### src/rtl/core/cigar_five_prime_position_top_assert.svh
// Assertion macros for the CIGAR 5' position block.
// Included by the RTL files that carry concurrent assertions; no other dependencies.
`ifndef CIGAR_FIVE_PRIME_POSITION_TOP_ASSERT_SVH
`define CIGAR_FIVE_PRIME_POSITION_TOP_ASSERT_SVH
`ifndef SYNTHESIS
// Property checked on every rising edge outside reset.
`define CFPP_ASSERT(lbl, clk, rst_n, prop) \
    lbl: assert property (@(posedge clk) disable iff (!rst_n) (prop)) \
        else $error("cfpp assertion failed");
// Condition in one cycle implies a consequence in the next.
`define CFPP_ASSERT_NEXT(lbl, clk, rst_n, ante, cons) \
    `CFPP_ASSERT(lbl, clk, rst_n, (ante) |=> (cons))
`else
`define CFPP_ASSERT(lbl, clk, rst_n, prop)
`define CFPP_ASSERT_NEXT(lbl, clk, rst_n, ante, cons)
`endif
`endif

### src/rtl/core/cfpp_pkg.sv
// Shared types, constants and helpers for the CIGAR 5' position block.
// No dependencies.
package cfpp_pkg;

    localparam int OP_LEN_BITS = 28;
    localparam int SUM_BITS    = 32;
    localparam int LOC_BITS    = 31;
    localparam int POS_BITS    = 35; // signed working width of the final sum

    typedef logic [OP_LEN_BITS-1:0]   t_op_len;
    typedef logic [OP_LEN_BITS+3:0]   t_op_prod;
    typedef logic [SUM_BITS-1:0]      t_sum;
    typedef logic [LOC_BITS-1:0]      t_loc;
    typedef logic [POS_BITS-1:0]      t_pos;
    typedef logic [7:0]               t_char;
    typedef logic [2:0]               t_status;

    localparam t_status ST_OK       = 3'd0;
    localparam t_status ST_UNKNOWN  = 3'd1;
    localparam t_status ST_NEGATIVE = 3'd2;
    localparam t_status ST_ABOVE    = 3'd3;
    localparam t_status ST_TRUNC    = 3'd4;

    localparam t_char CH_0  = 8'h30;
    localparam t_char CH_9  = 8'h39;
    localparam t_char CH_M  = 8'h4D;
    localparam t_char CH_EQ = 8'h3D;
    localparam t_char CH_X  = 8'h58;
    localparam t_char CH_S  = 8'h53;
    localparam t_char CH_H  = 8'h48;
    localparam t_char CH_D  = 8'h44;
    localparam t_char CH_N  = 8'h4E;
    localparam t_char CH_I  = 8'h49;

    // Read totals as they stand after the last character of a read.
    typedef struct packed {
        t_loc    loc;
        logic    fwd;
        t_sum    start_clip;
        t_sum    ref_length;
        t_sum    end_clip;
        t_status err;
        logic    digits_pending;
    } t_snap;

    function automatic t_sum sat_add(input t_sum a, input t_sum b);
        logic [SUM_BITS:0] s;
        s = {1'b0, a} + {1'b0, b};
        return s[SUM_BITS] ? '1 : s[SUM_BITS-1:0];
    endfunction

endpackage

### src/rtl/core/cfpp_if.sv
// Word channel interfaces for the CIGAR 5' position block.
// Depends on cfpp_pkg.
interface cfpp_in_if;
    logic              valid;
    logic              ready;
    cfpp_pkg::t_char   cigar_char;
    logic              last_char;
    cfpp_pkg::t_loc    read_location;
    logic              forward_strand;

    modport source (output valid, cigar_char, last_char, read_location, forward_strand,
                    input ready);
    modport sink   (input valid, cigar_char, last_char, read_location, forward_strand,
                    output ready);
endinterface

interface cfpp_out_if;
    logic              valid;
    logic              ready;
    cfpp_pkg::t_loc    position;
    cfpp_pkg::t_status status;

    modport source (output valid, position, status, input ready);
    modport sink   (input valid, position, status, output ready);
endinterface

### src/rtl/core/cfpp_acc.sv
// Per-character CIGAR accumulator: op length, clips, reference length, error.
// Depends on cfpp_pkg.
module cfpp_acc (
    input  logic              i_clk,
    input  logic              i_rst_n,
    input  logic              i_accept,
    input  cfpp_pkg::t_char   i_char,
    input  logic              i_last,
    input  cfpp_pkg::t_loc    i_loc,
    input  logic              i_fwd,
    output cfpp_pkg::t_snap   o_snap
);

    cfpp_pkg::t_op_len r_op, n_op;
    cfpp_pkg::t_sum    r_ref, n_ref;
    cfpp_pkg::t_sum    r_start, n_start;
    cfpp_pkg::t_sum    r_end, n_end;
    logic              r_seen, n_seen;
    logic              r_dp, n_dp;
    cfpp_pkg::t_status r_err, n_err;

    logic               is_digit;
    logic [3:0]         digit;
    cfpp_pkg::t_op_prod prod;
    cfpp_pkg::t_op_len  op_sat;
    cfpp_pkg::t_sum     len;

    assign is_digit = (i_char >= cfpp_pkg::CH_0) && (i_char <= cfpp_pkg::CH_9);
    assign digit    = 4'(i_char - cfpp_pkg::CH_0);
    // op * 10 + digit as shift-add
    assign prod     = ({4'b0, r_op} << 3) + ({4'b0, r_op} << 1)
                    + cfpp_pkg::t_op_prod'(digit);
    assign op_sat   = (prod[cfpp_pkg::OP_LEN_BITS+3:cfpp_pkg::OP_LEN_BITS] != 4'd0)
                    ? '1 : prod[cfpp_pkg::OP_LEN_BITS-1:0];
    assign len      = cfpp_pkg::t_sum'(r_op);

    always_comb begin
        n_op    = r_op;
        n_ref   = r_ref;
        n_start = r_start;
        n_end   = r_end;
        n_seen  = r_seen;
        n_dp    = r_dp;
        n_err   = r_err;
        if (is_digit) begin
            n_op = op_sat;
            n_dp = 1'b1;
        end else begin
            n_op = '0;
            n_dp = 1'b0;
            if (r_err == cfpp_pkg::ST_OK) begin
                unique case (i_char)
                    cfpp_pkg::CH_M, cfpp_pkg::CH_EQ, cfpp_pkg::CH_X: begin
                        n_ref  = cfpp_pkg::sat_add(r_ref, len);
                        n_seen = 1'b1;
                    end
                    cfpp_pkg::CH_S, cfpp_pkg::CH_H: begin
                        if (!r_seen) n_start = cfpp_pkg::sat_add(r_start, len);
                        else         n_end   = cfpp_pkg::sat_add(r_end, len);
                    end
                    cfpp_pkg::CH_D, cfpp_pkg::CH_N: begin
                        n_ref = cfpp_pkg::sat_add(r_ref, len);
                    end
                    cfpp_pkg::CH_I: begin
                        n_ref = r_ref; // insertion: reference does not move
                    end
                    default: begin
                        n_err = cfpp_pkg::ST_UNKNOWN;
                    end
                endcase
            end
        end
    end

    always_ff @(posedge i_clk) begin
        if (!i_rst_n || (i_accept && i_last)) begin
            r_op    <= '0;
            r_ref   <= '0;
            r_start <= '0;
            r_end   <= '0;
            r_seen  <= 1'b0;
            r_dp    <= 1'b0;
            r_err   <= cfpp_pkg::ST_OK;
        end else if (i_accept) begin
            r_op    <= n_op;
            r_ref   <= n_ref;
            r_start <= n_start;
            r_end   <= n_end;
            r_seen  <= n_seen;
            r_dp    <= n_dp;
            r_err   <= n_err;
        end
    end

    assign o_snap = '{loc: i_loc, fwd: i_fwd, start_clip: n_start, ref_length: n_ref,
                      end_clip: n_end, err: n_err, digits_pending: n_dp};

endmodule

### src/rtl/core/cigar_five_prime_position_top.sv
// Unclipped 5' position from a CIGAR string streamed one character per word.
// The block takes one character every cycle while input ready is high. Each accepted
// word updates the running op length, clips and reference length; the word flagged
// last also loads a snapshot register, and the position and status are formed from it
// into the output register, so a result passes the snapshot register and then the output
// register. Only last characters produce a result word. Input ready drops only while
// both the snapshot and the output register hold results and the output is stalled.
// Status: ok, unknown op, negative, above int32, truncated (digits with no op);
// position reads zero whenever status is not ok. Running state clears after each read.
// Depends on cfpp_pkg, cfpp_if.sv, cfpp_acc.sv and the assertion macro header.
`include "cigar_five_prime_position_top_assert.svh"

module cigar_five_prime_position_top (
    input  logic i_clk,
    input  logic i_rst_n,
    cfpp_in_if.sink    i_in,
    cfpp_out_if.source o_out
);

    logic            in_accept;
    logic            snap_advance;
    cfpp_pkg::t_snap acc_snap;

    // snapshot stage: totals of the read whose last char was just accepted
    logic            r_snap_v;
    cfpp_pkg::t_snap r_snap;

    // output register
    logic              r_out_v;
    cfpp_pkg::t_loc    r_pos;
    cfpp_pkg::t_status r_status;

    cfpp_pkg::t_pos    pos;
    logic              neg;
    logic              above;
    cfpp_pkg::t_status n_status;
    cfpp_pkg::t_loc    n_pos;

    assign snap_advance = r_snap_v && (!r_out_v || o_out.ready);
    assign i_in.ready   = !r_snap_v || snap_advance;
    assign in_accept    = i_in.valid && i_in.ready;

    cfpp_acc u_acc (
        .i_clk    (i_clk),
        .i_rst_n  (i_rst_n),
        .i_accept (in_accept),
        .i_char   (i_in.cigar_char),
        .i_last   (i_in.last_char),
        .i_loc    (i_in.read_location),
        .i_fwd    (i_in.forward_strand),
        .o_snap   (acc_snap)
    );

    // final sum in 35-bit two's complement: range is -(2^32-1)..2^33+2^31-4
    always_comb begin
        if (r_snap.fwd) begin
            pos = cfpp_pkg::t_pos'(r_snap.loc) - cfpp_pkg::t_pos'(r_snap.start_clip);
        end else begin
            pos = cfpp_pkg::t_pos'(r_snap.loc) + cfpp_pkg::t_pos'(r_snap.ref_length)
                + cfpp_pkg::t_pos'(r_snap.end_clip) - cfpp_pkg::t_pos'(1);
        end
    end

    assign neg   = pos[cfpp_pkg::POS_BITS-1];
    assign above = !neg && (pos[cfpp_pkg::POS_BITS-2:cfpp_pkg::LOC_BITS] != '0);

    always_comb begin
        priority if (r_snap.err != cfpp_pkg::ST_OK) n_status = r_snap.err;
        else if (r_snap.digits_pending)            n_status = cfpp_pkg::ST_TRUNC;
        else if (neg)                              n_status = cfpp_pkg::ST_NEGATIVE;
        else if (above)                            n_status = cfpp_pkg::ST_ABOVE;
        else                                       n_status = cfpp_pkg::ST_OK;
    end

    assign n_pos = (n_status == cfpp_pkg::ST_OK) ? pos[cfpp_pkg::LOC_BITS-1:0] : '0;

    always_ff @(posedge i_clk) begin
        if (!i_rst_n) begin
            r_snap_v <= 1'b0;
        end else if (in_accept && i_in.last_char) begin
            r_snap_v <= 1'b1;
        end else if (snap_advance) begin
            r_snap_v <= 1'b0;
        end
    end

    always_ff @(posedge i_clk) begin
        if (in_accept && i_in.last_char) begin
            r_snap <= acc_snap;
        end
    end

    always_ff @(posedge i_clk) begin
        if (!i_rst_n) begin
            r_out_v <= 1'b0;
        end else if (snap_advance) begin
            r_out_v <= 1'b1;
        end else if (o_out.ready) begin
            r_out_v <= 1'b0;
        end
    end

    always_ff @(posedge i_clk) begin
        if (snap_advance) begin
            r_pos    <= n_pos;
            r_status <= n_status;
        end
    end

    assign o_out.valid    = r_out_v;
    assign o_out.position = r_pos;
    assign o_out.status   = r_status;

    // a last character always lands in the snapshot stage
    `CFPP_ASSERT_NEXT(a_last_loads_snap, i_clk, i_rst_n, in_accept && i_in.last_char, r_snap_v)
    // a snapshot that moves on always becomes a result word
    `CFPP_ASSERT_NEXT(a_snap_to_out, i_clk, i_rst_n, snap_advance, r_out_v)
    // failing status never carries a position
    `CFPP_ASSERT(a_err_pos_zero, i_clk, i_rst_n,
        !r_out_v || r_status == cfpp_pkg::ST_OK || r_pos == '0)
    // never stall input while the snapshot stage is free
    `CFPP_ASSERT(a_ready_when_free, i_clk, i_rst_n, r_snap_v || i_in.ready)

endmodule

### src/flat_wrapper.sv
// flat-port wrapper written by rule: the top's interface ports become plain ports
module cigar_five_prime_position_top_flat 
  (i_clk, i_rst_n, i_in_valid, i_in_cigar_char, i_in_last_char, i_in_read_location, i_in_forward_strand, i_in_ready, o_out_valid, o_out_position, o_out_status, o_out_ready);
  cfpp_in_if i_in_i ();
  cfpp_out_if o_out_i ();
  input  logic i_clk;
  input  logic i_rst_n;
  input wire logic [$bits(i_in_i.valid)-1:0] i_in_valid;
  input wire logic [$bits(i_in_i.cigar_char)-1:0] i_in_cigar_char;
  input wire logic [$bits(i_in_i.last_char)-1:0] i_in_last_char;
  input wire logic [$bits(i_in_i.read_location)-1:0] i_in_read_location;
  input wire logic [$bits(i_in_i.forward_strand)-1:0] i_in_forward_strand;
  output wire logic [$bits(i_in_i.ready)-1:0] i_in_ready;
  output wire logic [$bits(o_out_i.valid)-1:0] o_out_valid;
  output wire logic [$bits(o_out_i.position)-1:0] o_out_position;
  output wire logic [$bits(o_out_i.status)-1:0] o_out_status;
  input wire logic [$bits(o_out_i.ready)-1:0] o_out_ready;
  assign i_in_i.valid = i_in_valid;
  assign i_in_i.cigar_char = i_in_cigar_char;
  assign i_in_i.last_char = i_in_last_char;
  assign i_in_i.read_location = i_in_read_location;
  assign i_in_i.forward_strand = i_in_forward_strand;
  assign i_in_ready = i_in_i.ready;
  assign o_out_valid = o_out_i.valid;
  assign o_out_position = o_out_i.position;
  assign o_out_status = o_out_i.status;
  assign o_out_i.ready = o_out_ready;
  cigar_five_prime_position_top u_core (.i_clk(i_clk), .i_rst_n(i_rst_n), .i_in(i_in_i), .o_out(o_out_i));
endmodule
### config.mk
export PLATFORM = sky130hd
export DESIGN_NAME = cigar_five_prime_position_top_flat
export DESIGN_NICKNAME = d
export VERILOG_FILES = /design/src/rtl/core/cfpp_pkg.sv /design/src/rtl/core/cfpp_if.sv /design/src/rtl/core/cfpp_acc.sv /design/src/rtl/core/cigar_five_prime_position_top.sv /design/src/flat_wrapper.sv
export VERILOG_INCLUDE_DIRS = /design/src /design/src/rtl/core
export SDC_FILE = /design/constraint.sdc
export NUM_CORES = 1
export LEC_CHECK = 0
export BUFFER_PORTS_ARGS = -buffer_cell sky130_fd_sc_hd__buf_2
export CORE_ASPECT_RATIO = 0.75
export CORE_MARGIN = 1
export CORE_UTILIZATION = 45
export CTS_CLUSTER_DIAMETER = 80
export DETAILED_ROUTE_END_ITERATION = 8
export GPL_TIMING_DRIVEN = 0
export PLACE_DENSITY_LB_ADDON = 0.05
export SLEW_MARGIN = 30
export SYNTH_ARGS = -nofsm -noshare
export SYNTH_HDL_FRONTEND = slang
export SYNTH_SLANG_ARGS = --single-unit
### constraint.sdc
create_clock -name i_clk -period 5.4 [get_ports i_clk]
set_input_delay 0.81 -clock i_clk [delete_from_list [all_inputs] [get_ports i_clk]]
set_output_delay 0.81 -clock i_clk [all_outputs]
set_load 0.01 [all_outputs]
==> flow_summary.yaml <==
synth:
  synthAdderAreaFrac_pct: 14.56
  synthXorXnorAreaFrac_pct: 5.301
  synthArstFlopShare_pct: 0
  synthCells: 2838
  synth_compound_area_share_pct: 26.15
  syn_nets: 3157
  synth_warnings: 0
  ys.flop_type: "edfxtp_1"
  syn-cell-area_mm2: 0.02396
  synth_seq_cells: 296
  ys_seq_area_share_pct: 31.67
  synth_simple_gate_area_share_pct: 16.09
  avgSynthCellArea_um2: 8.442
  synth_top_family_by_area: "compound AO/OA/AOI/OAI gates"
  synth_edf_count: 166
  ys_types: 86
  synth_mux_area_share_pct: 1.039
setup_path:
  cp-end-kind: "flip-flop"
  start_kind: "flip-flop"
  critPathMaxFanout: 7
  crit_arrival_ns: 6.01
  required_ns: 5.73
  crit_type: "reg -> reg"
run:
  maxCapViolCount: 0
route:
  num_vias: 22680
  wirelength_mm: 85.66
  viasPerCell: 6.107
  antenna_left: 0
  drc_errors: 0
  drt_iter0_drc: 2236
  first_pass_iters: 5
  wl_per_cell_um: 23.06
layout:
  layout_common_cells: "a21oi_1 (312), nor2_1 (266), ha_1 (250)"
  drive_gt1_share_pct: 10.26
  antenna_cells: 0
  area_growth_pct: 14.11
  fin_util_pct: 52.51
  fin_cells: 3714
  final_cell_area_mm2: 0.02734
  final.fill_count: 5053
  final_common_cell: "a21oi_1"
  nets: 3305
sta:
  fin_setup_tns_ns: -6.974
  worst_slack_ns: -0.2812
  setup_viol_count_final: 33
  max_slew_margin_pct: 31.88
  fmax_ghz: 0.1760
  slew_viol_final: 0
  finalHoldViolCount: 0
  rsz0062_at_grt: "yes"
  fin_crit_sh_pct: 105.2
  min_period_ns: 5.681
  finalClockSkew_ns: 0.04073
  hold_ws_ns: 0.3682
  worstMarginPinSlew_ns: 1.022
power_and_ir_drop:
  leakage_nw: 11.23
  p_per_area_mw_per_mm2: 227.8
  power_mw: 6.228
  ir_drop_uv: 227.2
clocking:
  cts_tree: "yes"
  cts_made_buffers: 31
  cts_sinks: 296
  cts_root_buffer: "clkbuf_16"
  htreeDepth: 1
  clk_latency_ns: 0.62
  cts.path.max_buffers: 3
  ctsHoldBuffers: 0
  clk_pin_slew_ns: 0.07
place:
  io_buffers: 80
  placed_cell_area_mm2: 0.02533
  gp_congestion: 0.9453
  dp_slack_ns: -1.227
  dp_hpwl_mm: 67.04
  dp_cells: 3624
global_routing:
  overflow: 0
  grt_pass1_wl_mm: 128.2
  grt_pass1_vias: 21360
  antenna_found_initial: 1
  grt_max_degree: 98
  grt_util_all_layers_pct: 31.23
hold_path:
  worstHoldPathType: "in -> reg"
die:
  io_pins: 81
  coreArea_mm2: 0.05207
  rows: 72
  die_h_um: 201.8
  die_w_um: 268.4
  start_util_pct: 46.01
  dieArea_mm2: 0.05418
status:
  status: "finished, violations left"
  violations: "negative setup slack"
## where the power goes
group	switching (mW)	leakage [nW]	internal, mW	total, mW
logic	0.882	8.06	0.571	1.45
registers	0.0384	2.63	2.42	2.46
clock network	0.997	0.530	1.32	2.32
total	1.92	11.2	4.31	6.23
## path summary, 6_finish.rpt
path | from | end | slack, ns | cells past startpoint
worst max-delay path | u_core.r_snap[101] | u_core.o_out.position[9] | -0.28 | 25
worst min-delay path | i_in_read_location[1] | u_core.r_snap[102] | 0.37 | 1
worst max register to register | u_core.r_snap[101] | u_core.o_out.position[9] | -0.28 | 25
worst min register to register | u_core.r_snap_v | u_core.o_out.valid | 0.52 | 1
## kinds of logic after synthesis
group,after synthesis
AOI/OAI and AO/OA,985
and+or+nand+nor,791
buffers and inverters,323
DFF,296
adders and majority gates,274
xor gates and xnor gates,145
muxes,24
## critical path: stages, from the launching register on
cell       delay (ns)
edfxtp_1         0.42
ha_2             0.22
inv_2            0.05
fa_2             0.22
nor2b_4          0.06
o31ai_4          0.29
a21oi_2          0.13
o31a_1           0.32
nand3_2          0.10
nand2_2          0.08
a21oi_2          0.15
o21bai_1         0.09
xnor2_1          0.13
ha_1             0.29
inv_2            0.05
ha_4             0.27
nand4_1          0.22
a2111oi_4        0.31
o41ai_4          0.21
a2111oi_4        0.41
o21ai_1          0.14
a21o_1           0.23
xor2_2           0.17
a31oi_4          0.41
bufbuf_16        0.36
nor4_2           0.05
## area by class of cell
class                           instances  area (µm²)  area share (%)
Clock buffer                           44       944.7           3.455
Sequential cell                       296        7587           27.75
Clock inverter                         14       140.1          0.5126
Timing Repair Buffer                  117       784.5           2.869
Tap cell                              703       879.6           3.217
Buffer                                116       508.0           1.858
Multi-Input combinational cell       2219       15720           57.49
Inverter                              205       777.0           2.842
## metal layers
metal	track usage (%)	routed length (µm)	share of wire, %	vias up
met5	0	0	0	-
met4	8.482	2368	2.8	0
met3	6.287	7122	8.3	109
met2	45.59	35270	41	819
met1	46.29	40900	48	10950
li1	-	-	-	10810
## synthesized netlist by cell type, drive strengths merged (59+ instances only)
| library cell | n | area (µm²) |
|---|---|---|
| a21o | 80 | 600.6 |
| ha | 266 | 3328 |
| a211oi | 78 | 595.6 |
| edfxtp | 166 | 4985 |
| o21ai | 217 | 1086 |
| xor2 | 59 | 516.8 |
| inv | 205 | 769.5 |
| nand2 | 174 | 653.1 |
| nor2 | 268 | 1006 |
| dfxtp | 130 | 2603 |
| xnor2 | 86 | 753.2 |
| a21oi | 322 | 1612 |
| clkbuf | 98 | 367.9 |
## flip-flops by register name, summed over array words and instances, names as in the netlist
name and flops:
u_core.u_acc.r_start 32, u_core.u_acc.r_op 28, u_core.o_out.status 3, u_core.o_out.valid 1
u_core.o_out.position 31, u_core.u_acc.r_end 32, u_core.u_acc.r_ref 32, u_core.u_acc.r_err 3
u_core.r_snap_v 1, u_core.r_snap 132, u_core.u_acc.r_seen 1
## what timing repair did
| action | in CTS | in global routing |
|---|---|---|
| setup buffers | 21 | 11 |
| cloned | 2 | 0 |
| setup endpoints to repair | 33 | 35 |
| gates resized for setup | 87 | 38 |
| pin swaps | 29 | 13 |
Note: power is estimated with default switching activity, not from simulation.
